===== src/sv/qrd_pkg.sv =====
package qrd_pkg;

    // Configuration port
    localparam int CFG_AW = 4;
    localparam logic [1:0] REG_ALPHA_MODE    = 2'd0;
    localparam logic [1:0] REG_PALETTE_COUNT = 2'd1;
    localparam logic [1:0] REG_VISIBLE_START = 2'd2;
    localparam logic [1:0] REG_VISIBLE_END   = 2'd3;

    // Palette
    localparam int PALETTE_DEPTH_DEF = 64;
    localparam int PAL_WORD_W        = 24;

    // Input commands
    localparam logic [1:0] CMD_CODE          = 2'd0;
    localparam logic [1:0] CMD_PALETTE_WRITE = 2'd1;
    localparam logic [1:0] CMD_ROW_START     = 2'd2;

    // Result status
    localparam logic STATUS_PIXEL = 1'b0;
    localparam logic STATUS_ERROR = 1'b1;

    // Multi-byte opcode progress
    localparam logic [2:0] OP_NONE  = 3'd0;
    localparam logic [2:0] OP_ALPHA = 3'd1;
    localparam logic [2:0] OP_HIGH  = 3'd2;
    localparam logic [2:0] OP_LOW   = 3'd3;
    localparam logic [2:0] OP_LUMA  = 3'd4;

    // Opcode bytes
    localparam logic [7:0] OPC_RAW_ALPHA = 8'hFF;
    localparam logic [7:0] OPC_RAW       = 8'hFE;
    localparam logic [1:0] TAG_INDEX     = 2'b00;
    localparam logic [1:0] TAG_DIFF      = 2'b01;
    localparam logic [1:0] TAG_LUMA      = 2'b10;

    localparam logic [7:0] ALPHA_OPAQUE  = 8'hFF;

endpackage


===== src/sv/qoi_rgb565_row_decoder.sv =====
// Row decoder for a QOI-style RGB565 code stream (plain RGB565 or ARGB8565 with
// an alpha byte). Items on the cmd channel are a code byte, a palette entry write
// or a row start; results on the pix channel are pixels of the visible window
// [visible_start, visible_end), the last one flagged with row_last, or a single
// error beat when a palette index reaches palette_count (the row then halts
// until the next row start). Row starts, palette writes, ignored bytes and the
// leading bytes of multi-byte opcodes do not raise cmd_stall. A byte that yields
// pixels is accepted first, then the run sequencer steps through every pixel of
// the run (pixels left of the window included, up to 62 for a run byte); a
// palette index first passes through the registered palette RAM read. cmd_stall
// stays high while the sequencer works and while it waits for the pix side to
// take a beat. The palette RAM has no reset and needs no clearing pass: entries
// must be written before an index uses them. Configuration (APB, byte
// addresses 0/4/8/12: alpha_mode, palette_count, visible_start, visible_end)
// is for the user to write only while the block is idle; the block does not enforce it.
module qoi_rgb565_row_decoder #(
    parameter int PALETTE_DEPTH = qrd_pkg::PALETTE_DEPTH_DEF
) (
    input  logic                      clk,
    input  logic                      rst_n,

    // APB configuration port
    input  logic                      psel,
    input  logic                      penable,
    input  logic                      pwrite,
    input  logic [qrd_pkg::CFG_AW-1:0] paddr,
    input  logic [31:0]               pwdata,
    output logic [31:0]               prdata,
    output logic                      pready,

    // Command channel
    input  logic                      cmd_valid,
    output logic                      cmd_stall,
    input  logic [1:0]                command,
    input  logic [7:0]                code_byte,
    input  logic [5:0]                palette_slot,
    input  logic [23:0]               palette_word,

    // Pixel channel
    output logic                      pix_valid,
    input  logic                      pix_stall,
    output logic                      status,
    output logic [15:0]               column,
    output logic [15:0]               colour,
    output logic [7:0]                alpha,
    output logic                      row_last
);

    import qrd_pkg::*;

    localparam int PAL_AW = (PALETTE_DEPTH > 1) ? $clog2(PALETTE_DEPTH) : 1;
    localparam logic [7:0] DEPTH_LIMIT = 8'(PALETTE_DEPTH);

    // Sequencer states
    localparam logic [1:0] ST_IDLE = 2'd0;
    localparam logic [1:0] ST_PAL  = 2'd1;  // palette RAM read in flight
    localparam logic [1:0] ST_EMIT = 2'd2;  // run loop, one pixel per step
    localparam logic [1:0] ST_ERR  = 2'd3;  // error beat waiting for the slot

    // ------------------------------------------------------------------
    // Configuration registers
    // ------------------------------------------------------------------
    logic        alpha_mode_reg;
    logic [6:0]  palette_count_reg;
    logic [15:0] visible_start_reg;
    logic [15:0] visible_end_reg;
    logic        cfg_write;

    assign pready    = 1'b1;
    assign cfg_write = psel && penable && pwrite && pready;

    always_ff @(posedge clk or negedge rst_n)
    begin
        if (!rst_n)
        begin
            alpha_mode_reg    <= 1'b0;
            palette_count_reg <= '0;
            visible_start_reg <= '0;
            visible_end_reg   <= '0;
        end
        else if (cfg_write)
        begin
            case (paddr[3:2])
                REG_ALPHA_MODE:    alpha_mode_reg    <= pwdata[0];
                REG_PALETTE_COUNT: palette_count_reg <= pwdata[6:0];
                REG_VISIBLE_START: visible_start_reg <= pwdata[15:0];
                REG_VISIBLE_END:   visible_end_reg   <= pwdata[15:0];
                default:           ;
            endcase
        end
    end

    always_comb
    begin
        case (paddr[3:2])
            REG_ALPHA_MODE:    prdata = {31'd0, alpha_mode_reg};
            REG_PALETTE_COUNT: prdata = {25'd0, palette_count_reg};
            REG_VISIBLE_START: prdata = {16'd0, visible_start_reg};
            REG_VISIBLE_END:   prdata = {16'd0, visible_end_reg};
            default:           prdata = '0;
        endcase
    end

    // ------------------------------------------------------------------
    // Palette RAM (write on palette command, read on index opcode)
    // ------------------------------------------------------------------
    logic                  ram_we;
    logic                  ram_re;
    logic [PAL_WORD_W-1:0] ram_rdata;

    qrd_ram #(
        .WIDTH (PAL_WORD_W),
        .DEPTH (PALETTE_DEPTH)
    ) u_palette (
        .clk   (clk),
        .we    (ram_we),
        .waddr (palette_slot[PAL_AW-1:0]),
        .wdata (palette_word),
        .re    (ram_re),
        .raddr (code_byte[PAL_AW-1:0]),
        .rdata (ram_rdata)
    );

    // ------------------------------------------------------------------
    // Decoder state
    // ------------------------------------------------------------------
    logic [1:0]  state_reg,      state_next;
    logic [4:0]  red_reg,        red_next;
    logic [5:0]  green_reg,      green_next;
    logic [4:0]  blue_reg,       blue_next;
    logic [7:0]  alpha_lvl_reg,  alpha_lvl_next;
    logic [15:0] col_reg,        col_next;
    logic [2:0]  pending_reg,    pending_next;
    logic [7:0]  held_reg,       held_next;
    logic        halted_reg,     halted_next;
    logic [5:0]  run_left_reg,   run_left_next;   // pixels still to go after this one

    // Output register
    logic        pix_valid_reg,  pix_valid_next;
    logic        status_reg,     status_next;
    logic [15:0] column_reg,     column_next;
    logic [15:0] colour_reg,     colour_next;
    logic [7:0]  alpha_reg,      alpha_next;
    logic        row_last_reg,   row_last_next;

    logic        accept;
    logic        slot_free;
    logic        load_out;
    logic [16:0] col_inc;
    logic        in_window;
    logic        past_end;
    logic [5:0]  luma_g;

    assign cmd_stall = (state_reg != ST_IDLE);
    assign accept    = cmd_valid && !cmd_stall;
    assign slot_free = !pix_valid_reg || !pix_stall;

    // Shared column step: the edge test and row_last hang off it; the window test uses the current column
    assign col_inc   = {1'b0, col_reg} + 17'd1;
    assign in_window = (col_reg >= visible_start_reg) && (col_reg < visible_end_reg);
    assign past_end  = (col_inc >= {1'b0, visible_end_reg});
    assign luma_g    = held_reg[5:0];

    always_comb
    begin
        state_next     = state_reg;
        red_next       = red_reg;
        green_next     = green_reg;
        blue_next      = blue_reg;
        alpha_lvl_next = alpha_lvl_reg;
        col_next       = col_reg;
        pending_next   = pending_reg;
        held_next      = held_reg;
        halted_next    = halted_reg;
        run_left_next  = run_left_reg;
        ram_we         = 1'b0;
        ram_re         = 1'b0;
        load_out       = 1'b0;
        status_next    = status_reg;
        column_next    = column_reg;
        colour_next    = colour_reg;
        alpha_next     = alpha_reg;
        row_last_next  = row_last_reg;

        case (state_reg)
            ST_IDLE:
            begin
                if (accept)
                begin
                    case (command)
                        CMD_PALETTE_WRITE:
                        begin
                            if ({2'b00, palette_slot} < DEPTH_LIMIT)
                            begin
                                ram_we = 1'b1;
                            end
                        end
                        CMD_ROW_START:
                        begin
                            red_next       = '0;
                            green_next     = '0;
                            blue_next      = '0;
                            alpha_lvl_next = ALPHA_OPAQUE;
                            col_next       = '0;
                            pending_next   = OP_NONE;
                            held_next      = '0;
                            halted_next    = 1'b0;
                        end
                        CMD_CODE:
                        begin
                            if (halted_reg || (col_reg >= visible_end_reg))
                            begin
                                halted_next = 1'b1;
                            end
                            else
                            begin
                                case (pending_reg)
                                    OP_ALPHA:
                                    begin
                                        alpha_lvl_next = code_byte;
                                        pending_next   = OP_HIGH;
                                    end
                                    OP_HIGH:
                                    begin
                                        held_next    = code_byte;
                                        pending_next = OP_LOW;
                                    end
                                    OP_LOW:
                                    begin
                                        red_next      = held_reg[7:3];
                                        green_next    = {held_reg[2:0], code_byte[7:5]};
                                        blue_next     = code_byte[4:0];
                                        pending_next  = OP_NONE;
                                        held_next     = '0;
                                        run_left_next = '0;
                                        state_next    = ST_EMIT;
                                    end
                                    OP_LUMA:
                                    begin
                                        // dg = g-32, dr/db biased by 8 relative to dg
                                        red_next      = red_reg + luma_g[4:0]
                                                      + {1'b0, code_byte[7:4]} + 5'd24;
                                        green_next    = green_reg + luma_g + 6'd32;
                                        blue_next     = blue_reg + luma_g[4:0]
                                                      + {1'b0, code_byte[3:0]} + 5'd24;
                                        pending_next  = OP_NONE;
                                        held_next     = '0;
                                        run_left_next = '0;
                                        state_next    = ST_EMIT;
                                    end
                                    default:
                                    begin
                                        pending_next = OP_NONE;
                                        if (code_byte == OPC_RAW_ALPHA)
                                        begin
                                            pending_next = alpha_mode_reg ? OP_ALPHA : OP_HIGH;
                                        end
                                        else if (code_byte == OPC_RAW)
                                        begin
                                            pending_next = OP_HIGH;
                                        end
                                        else if (code_byte[7:6] == TAG_DIFF)
                                        begin
                                            // 2-bit deltas, bias 2
                                            red_next      = red_reg + {3'd0, code_byte[5:4]} - 5'd2;
                                            green_next    = green_reg + {4'd0, code_byte[3:2]} - 6'd2;
                                            blue_next     = blue_reg + {3'd0, code_byte[1:0]} - 5'd2;
                                            run_left_next = '0;
                                            state_next    = ST_EMIT;
                                        end
                                        else if (code_byte[7:6] == TAG_LUMA)
                                        begin
                                            held_next    = code_byte;
                                            pending_next = OP_LUMA;
                                        end
                                        else if (code_byte[7:6] == TAG_INDEX)
                                        begin
                                            if ((code_byte >= {1'b0, palette_count_reg}) ||
                                                (code_byte >= DEPTH_LIMIT))
                                            begin
                                                state_next = ST_ERR;
                                            end
                                            else
                                            begin
                                                ram_re     = 1'b1;
                                                state_next = ST_PAL;
                                            end
                                        end
                                        else
                                        begin
                                            // run of (byte & 0x3F) + 1 pixels
                                            run_left_next = code_byte[5:0];
                                            state_next    = ST_EMIT;
                                        end
                                    end
                                endcase
                            end
                        end
                        default:
                        begin
                        end
                    endcase
                end
            end

            ST_PAL:
            begin
                red_next   = ram_rdata[15:11];
                green_next = ram_rdata[10:5];
                blue_next  = ram_rdata[4:0];
                if (alpha_mode_reg)
                begin
                    alpha_lvl_next = ram_rdata[23:16];
                end
                run_left_next = '0;
                state_next    = ST_EMIT;
            end

            ST_EMIT:
            begin
                // off-window pixels step without needing the output slot
                if (!in_window || slot_free)
                begin
                    if (in_window)
                    begin
                        load_out      = 1'b1;
                        status_next   = STATUS_PIXEL;
                        column_next   = col_reg;
                        colour_next   = {red_reg, green_reg, blue_reg};
                        alpha_next    = alpha_mode_reg ? alpha_lvl_reg : ALPHA_OPAQUE;
                        row_last_next = (col_inc == {1'b0, visible_end_reg});
                    end
                    col_next = col_inc[15:0];
                    if (past_end)
                    begin
                        halted_next = 1'b1;
                    end
                    if ((run_left_reg == '0) || past_end)
                    begin
                        state_next = ST_IDLE;
                    end
                    else
                    begin
                        run_left_next = run_left_reg - 6'd1;
                    end
                end
            end

            ST_ERR:
            begin
                if (slot_free)
                begin
                    load_out      = 1'b1;
                    status_next   = STATUS_ERROR;
                    column_next   = col_reg;
                    colour_next   = '0;
                    alpha_next    = '0;
                    row_last_next = 1'b0;
                    halted_next   = 1'b1;
                    state_next    = ST_IDLE;
                end
            end

            default:
            begin
                state_next = ST_IDLE;
            end
        endcase
    end

    always_comb
    begin
        if (load_out)
        begin
            pix_valid_next = 1'b1;
        end
        else if (pix_valid_reg && !pix_stall)
        begin
            pix_valid_next = 1'b0;
        end
        else
        begin
            pix_valid_next = pix_valid_reg;
        end
    end

    always_ff @(posedge clk or negedge rst_n)
    begin
        if (!rst_n)
        begin
            state_reg     <= ST_IDLE;
            red_reg       <= '0;
            green_reg     <= '0;
            blue_reg      <= '0;
            alpha_lvl_reg <= ALPHA_OPAQUE;
            col_reg       <= '0;
            pending_reg   <= OP_NONE;
            held_reg      <= '0;
            halted_reg    <= 1'b1;
            run_left_reg  <= '0;
            pix_valid_reg <= 1'b0;
        end
        else
        begin
            state_reg     <= state_next;
            red_reg       <= red_next;
            green_reg     <= green_next;
            blue_reg      <= blue_next;
            alpha_lvl_reg <= alpha_lvl_next;
            col_reg       <= col_next;
            pending_reg   <= pending_next;
            held_reg      <= held_next;
            halted_reg    <= halted_next;
            run_left_reg  <= run_left_next;
            pix_valid_reg <= pix_valid_next;
        end
    end

    // Output payload, no reset
    always_ff @(posedge clk)
    begin
        status_reg   <= status_next;
        column_reg   <= column_next;
        colour_reg   <= colour_next;
        alpha_reg    <= alpha_next;
        row_last_reg <= row_last_next;
    end

    assign pix_valid = pix_valid_reg;
    assign status    = status_reg;
    assign column    = column_reg;
    assign colour    = colour_reg;
    assign alpha     = alpha_reg;
    assign row_last  = row_last_reg;

endmodule


===== src/sv/qrd_ram.sv =====
module qrd_ram #(
    parameter int WIDTH = qrd_pkg::PAL_WORD_W,
    parameter int DEPTH = qrd_pkg::PALETTE_DEPTH_DEF,
    localparam int AW   = (DEPTH > 1) ? $clog2(DEPTH) : 1
) (
    input  logic             clk,
    input  logic             we,
    input  logic [AW-1:0]    waddr,
    input  logic [WIDTH-1:0] wdata,
    input  logic             re,
    input  logic [AW-1:0]    raddr,
    output logic [WIDTH-1:0] rdata
);

    logic [WIDTH-1:0] mem_reg [DEPTH];
    logic [WIDTH-1:0] rdata_reg;

    always_ff @(posedge clk)
    begin
        if (we)
        begin
            mem_reg[waddr] <= wdata;
        end
        if (re)
        begin
            rdata_reg <= mem_reg[raddr];
        end
    end

    assign rdata = rdata_reg;

endmodule


===== config.mk =====
export PLATFORM = sky130hd
export DESIGN_NAME = qoi_rgb565_row_decoder
export DESIGN_NICKNAME = d
export VERILOG_FILES = /design/src/sv/qrd_pkg.sv /design/src/sv/qoi_rgb565_row_decoder.sv /design/src/sv/qrd_ram.sv
export SDC_FILE = /design/constraint.sdc
export NUM_CORES = 2
export LEC_CHECK = 0
export BUFFER_PORTS_ARGS = -buffer_cell sky130_fd_sc_hd__buf_2
export CORE_MARGIN = 2
export CORE_UTILIZATION = 58
export DETAILED_ROUTE_END_ITERATION = 7
export HOLD_SLACK_MARGIN = 0.1
export PLACE_DENSITY = 0.75
export SLEW_MARGIN = 20
export SYNTH_ARGS = -nofsm -noshare
export SYNTH_HDL_FRONTEND = slang
export SYNTH_HIERARCHICAL = 1
export SYNTH_SLANG_ARGS = --single-unit

===== constraint.sdc =====
create_clock -name clk -period 5.28 [get_ports clk]
set_clock_uncertainty 0.05 [all_clocks]
set_input_delay 0.528 -clock clk [delete_from_list [all_inputs] [get_ports clk]]
set_output_delay 0.528 -clock clk [all_outputs]
set_load 0.005 [all_outputs]

# == Word-level counts from Yosys, hierarchy flattened ==
# Memory sizes are Yosys's and may differ from the RTL's. A register that Yosys moved wholly into a read port is not among the register bits.
# Cells that the tools add are included.
# classes
n_eq_ne,47
addsub,16
reduce_logical,43
muxes,125
magnitude_cmp,6
# ops
operator,count
$mux W16,9
$pmux W32 S4,1
$mux W8,13
$pmux W16 S2,3
$mux W6,15
$pmux W8 S2,4
$mux W5,10
$pmux W5 S2,4
$pmux W6 S2,3
$pmux W6 S3,2
$ge A16 B16 Y1,2
$mux W1,31
$pmux W5 S3,2
$mux W2,13
$ne A2 B2 Y1 const B,12
$ne A4 B4 Y1 const B,6
$pmux W8 S3,1
$ne A3 B3 Y1 const B,6
$add A16 B1 Y17 const B,1
$eq A17 B16 Y1,1
$ge A17 B16 Y1,1
$eq A8 B8 Y1 const B,2
$lt A16 B16 Y1,1
$mux W3,5
other kinds (43),89
# word_totals
inputBits,83
ram_bits,1536
ff_bits,143
elab_cells,258
mem_count,1
output_inout_bits,77
# memory_table
name,depth,width,read_ports,rd_ports_with_merged_regs,write_ports,line,source
u_palette.mem_reg,64,24,1,1,1,qrd_ram.sv:15,logic [WIDTH-1:0] mem_reg [DEPTH];

# == Longest topological paths before layout ==
# logic_depth
word_depth,13
ltp_mapped,16
depth_no_buf,15

# == Hierarchy ==
# Netlist, hierarchy kept.
# modules_own_cells
mod,area_each_um2,cells_each,seq_area_each_um2,instances
qrd_ram,59570.9,2611,46844.9,1
qoi_rgb565_row_decoder,9664.3,992,3799.9,1

# == Worst setup path after synthesis ==
# OpenSTA, ideal clock, no wires.
# synth_path
path_type,register to register
startpoint,register col_reg[7]
endpoint,"register alpha_reg[0] (netlist: alpha[0]), enable pin"
path_stages_with_launch,8
path_buffers,0
t_required_ps,4775
setup_slack_ps,1026
setup_time_ps,455
arrival_ps,3749
synth_period_minus_slack_ps,4254
path_cell_list,dfrtp_1 ha_1 a21oi_1 a2111oi_0 o21ai_0 o21a_1 nand2b_1 a21oi_1
# synth_between
elab_chain_len,6
word_cells_on_any_way,8
cone_classes,order compare (2); eq/ne (2); reduce/logical (4)
# synth_lines
element,line,source
"start, declared",qoi_rgb565_row_decoder.sv:132,"logic [15:0] col_reg, col_next;"
"start signal, assigned",qoi_rgb565_row_decoder.sv:410,col_reg <= col_next;
$ge A16 B16 Y1 or $lt A16 B16 Y1 (tied branches),qoi_rgb565_row_decoder.sv:160,assign in_window = (col_reg >= visible_start_reg) && (col_reg < visible_end_reg);
$logic_and A1 B1 Y1 (*),qoi_rgb565_row_decoder.sv:160,
$logic_not A1 Y1,qoi_rgb565_row_decoder.sv:322,if (!in_window || slot_free)
$logic_or A1 B1 Y1,qoi_rgb565_row_decoder.sv:322,
$ne A2 B2 Y1 (no source line),--,
$reduce_and A4 Y1 (no source line) (*),--,
"end signal, assigned",qoi_rgb565_row_decoder.sv:425,alpha_reg <= alpha_next;
"end, declared",qoi_rgb565_row_decoder.sv:143,"logic [7:0] alpha_reg, alpha_next;"
# Mark *: on every way between the ends. The rest lies on a longest branch, timed or not.
# A chain may end at the register's enable or synchronous reset.

# == Worst setup path after layout ==
# layout_path
startpoint,register state_reg[0]
endpoint,"memory u_palette/mem_reg[63][21] (netlist name), enable pin"
# layout_between
elab_chain_len,7
word_cells_on_any_way,8
cone_classes,mux (4); reduce/logical (4)
# layout_lines
element,line,source
"start, declared",qoi_rgb565_row_decoder.sv:127,"logic [1:0] state_reg, state_next;"
"start signal, assigned",qoi_rgb565_row_decoder.sv:405,state_reg <= state_next;
$reduce_bool A2 Y1,qoi_rgb565_row_decoder.sv:154,assign cmd_stall = (state_reg != ST_IDLE);
$logic_not A1 Y1,qoi_rgb565_row_decoder.sv:155,assign accept = cmd_valid && !cmd_stall;
$logic_and A1 B1 Y1,qoi_rgb565_row_decoder.sv:155,
$mux W1,qoi_rgb565_row_decoder.sv:188,if (accept)
$mux W1 (*),qoi_rgb565_row_decoder.sv:185,case (state_reg)
net ram_we,qoi_rgb565_row_decoder.sv:107,logic ram_we;
$mux W1 (*),qrd_ram.sv:20,if (we)
$mux W1 (not written as such) (*),qrd_ram.sv:22,mem_reg[waddr] <= wdata;
"end, declared",qrd_ram.sv:15,
# Mark *: on every way through the listed nets, which the timed path passes. The rest lies on a longest branch.

==> impl_metrics.toml <==
[cts]
clock-sinks = 1703
clkLatencyLatePin_ps = 790
path_clk_slew_ps = 60
cts_hold_buf = 23
cts_buffer_depth = 3
htree_levels = 4
cts_resized = 0
cts_setup_buffers = 0
cts_buffers = 167
cts_tree = "built"
cts_root_buf = "clkbuf_16"

[place]
gp_congestion = 0.895
portBuffers = 124
dp_hpwl_um = 93300

[die]
die_area_mm2 = 0.122
core_area_mm2 = 0.118
die_w_um = 350
io_pins = 160
fp.dieH_um = 350
std_cell_rows = 126
initial_core_util = 0.586

[timing]
worst_pin_slew_ps = 1160
finalCritPeriodShare = 0.810
setup_viol = 0
period_needed_ps = 4280
fmax_ghz = 0.234
maxSlewViolCount = 0
rsz0062_at_grt = "no"
finalSetupTns_ps = 0
slew_headroom = 0.226
holdWs_ps = 177
hold_viol_final = 0

[detailed_routing]
drcViolationCount = 0
via_per_inst = 6.50
wire_per_inst_um = 29.4
vias = 35900
first_pass_iters = 6
routed_wl_um = 163000
final_antenna_net_count = 0
drt_iter0_drc = 4551

[yosys]
yosysSeqAreaShare = 0.731
synth_commonest_cells = "1602 x edfxtp_1, 357 x mux4_2, 150 x nand2_1, 142 x mux2i_1, 130 x nor2_1"
synth-edff-count = 1602
syn_area_per_cell_um2 = 19.2
synth_top_area_share = 0.695
synth_largest_area_cell = "edfxtp_1"
syn_inst = 3603
synthTopCellsByArea = "edfxtp_1 69%, mux4_2 12%, dfrtp_1 3.3%, mux2i_1 2.1%, ha_1 1.8%"
synth.most_common_cell = "edfxtp_1"
syn_area_mm2 = 0.0692
synth_cell_types = 82
synthFlopType = "edfxtp_1"
synthArstFlopShare = 0.0593
synth_seq_cells = 1703
ys_warn_count = 6

[min_path]
hold_end = "held_reg[2]"
hold_depth = 3
hp-class = "input pin to register"
holdCritStartpoint = "code_byte[2]"

[final_layout]
drive_gt1_frac = 0.252
area_delta_synth_final_pct = 12.0
largest_reg_flops = 1536
fillers = 7611
finalNetCount = 4052

[critical_path]
r2r-start = "state_reg[0]"
cpMaxStageDelayCell = "nor3b_2"
worstPathCellList = "inv_1 -> ha_1 -> nand2_1 -> nor3b_2 -> nand4_1 -> nor2_2 -> buf_4"
critPathRequiredTime_ps = 5710
reg2regPathDepth = 7
crit_type = "register to register"
path_max_fanout = 13
rr_endpoint = "u_palette/mem_reg[63][21]"
slowest_delay_ps = 940
r2r_slack_ps = 1000
crit_arrival_ps = 4710
start_kind = "register"
end_kind = "register"

[run_status]
status = "completed"

[power]
pwr-share-clk = 0.375
p_sw_frac = 0.241
p_switching_w = 0.00727
combPwrFrac = 0.113
p_seq_frac = 0.512
ir_drop_mv = 0.377
power_density_mw_per_mm2 = 389
p_int_w = 0.0229
finalPower_w = 0.0301
power_leakage_nw = 26.0

[run]
max-cap-violations = 0

[global_route]
antenna_found_initial = 8
grt_pass1_wl_um = 240000
track_usage = 0.271
first_global_vias = 36400
grt_max_degree = 84
overflow = 0
[logic make-up (layout without fill, tap and decap cells)]
logic type               Yosys count  in the layout  synth area share
flip-flops                      1703           1703             0.731
multiplexers                     571            571             0.148
adder cells (fa/ha/maj)          111            111            0.0216
AND/OR/NAND/NOR                  460            460            0.0310
XOR/XNOR                          35             35           0.00443
buffers and inverters            315            691            0.0224
other                              2             20          0.000108
AO/OA/AOI/OAI                    406            406            0.0407
[per-layer routing]
layer | vias to the layer above | wire, µm | track usage
li1 | 15100 | - | -
met1 | 18700 | 63100 | 0.379
met2 | 1895 | 79400 | 0.437
met3 | 288 | 15800 | 0.0534
met4 | 12 | 4360 | 0.0845
met5 | - | 74 | 0
[placed cells by master (no fill, tap or decap), drive strengths merged, types with 11 or more instances in the layout]
cell type,count
edfxtp,1602
mux4,357
buf,250
clkbuf,206
nand2,151
mux2i,142
nor2,131
inv,116
ha,97
dfrtp,92
clkinv,83
o21ai,79
mux2,72
a21oi,60
a221oi,55
nand3,53
a22oi,47
o22ai,43
nor2b,25
dlygate4sd3,24
xnor2,18
xor2,17
conb,17
o21a,17
a31oi,17
a22o,15
nand2b,14
o211ai,14
fa,14
nor3,14
nand4,13
a21o,11
[critical path, delay by kind of cell (launching register included)]
| kind | cells | cell delay, ps |
|---|---|---|
| and+or+nand+nor | 4 | 2630 |
| buffers and inverters | 2 | 500 |
| DFF | 1 | 450 |
| adders and majority gates | 1 | 320 |
[worst max-delay path by stage]
stage               depth (start not counted)    startpoint  slack, ps                   endpoint
global route                                7  state_reg[1]        980  u_palette/mem_reg[63][21]
detailed placement                          8  state_reg[0]       1280   u_palette/mem_reg[11][9]
CTS                                         7  state_reg[1]       1200  u_palette/mem_reg[63][21]
floorplan                                   7    col_reg[7]       1030                   alpha[0]
global placement                            7  state_reg[1]       1350  u_palette/mem_reg[63][12]
finish                                      7  state_reg[0]       1000  u_palette/mem_reg[63][21]
[power by group through the flow]
stage | Sequential (W) | Clock [W] | Combinational (W)
final | 0.0154 | 0.0113 | 0.00341
after global routing | 0.0155 | 0.0120 | 0.00379
after CTS | 0.0154 | 0.0115 | 0.00341
after detailed placement | 0.0157 | 0 | 0.00337
after global placement | 0.0157 | 0 | 0.00328
after floorplan | 0.0156 | 0 | 0.00234
[stage by stage]
step | setup slack [ps] | cell area (µm²) | utilization | instances
2_1_floorplan | 1030 | 69300 | - | 3618
3_3_place_gp | 1350 | 72000 | 0.609 | 5200
3_5_place_dp | 1280 | 72000 | 0.609 | 5200
4_1_cts | 1200 | 77400 | 0.655 | 5528
5_1_grt | 976 | 77500 | 0.655 | 5530
6_report | 1000 | 77500 | 0.656 | 5533
[final cells by class]
| type | count | area (µm²) | share of cell area |
|---|---|---|---|
| multi-input cells | 1600 | 17300 | 0.223 |
| diodes | 3 | 7.51 | 0.0000969 |
| clock inverters | 100 | 831 | 0.0107 |
| well taps | 1536 | 1920 | 0.0248 |
| flip-flops and latches | 1703 | 50600 | 0.653 |
| repair buffers | 275 | 2040 | 0.0263 |
| clock buffers | 205 | 4340 | 0.0560 |
| inverters | 111 | 417 | 0.00538 |
No activity file was read; power rests on OpenSTA's default activity.
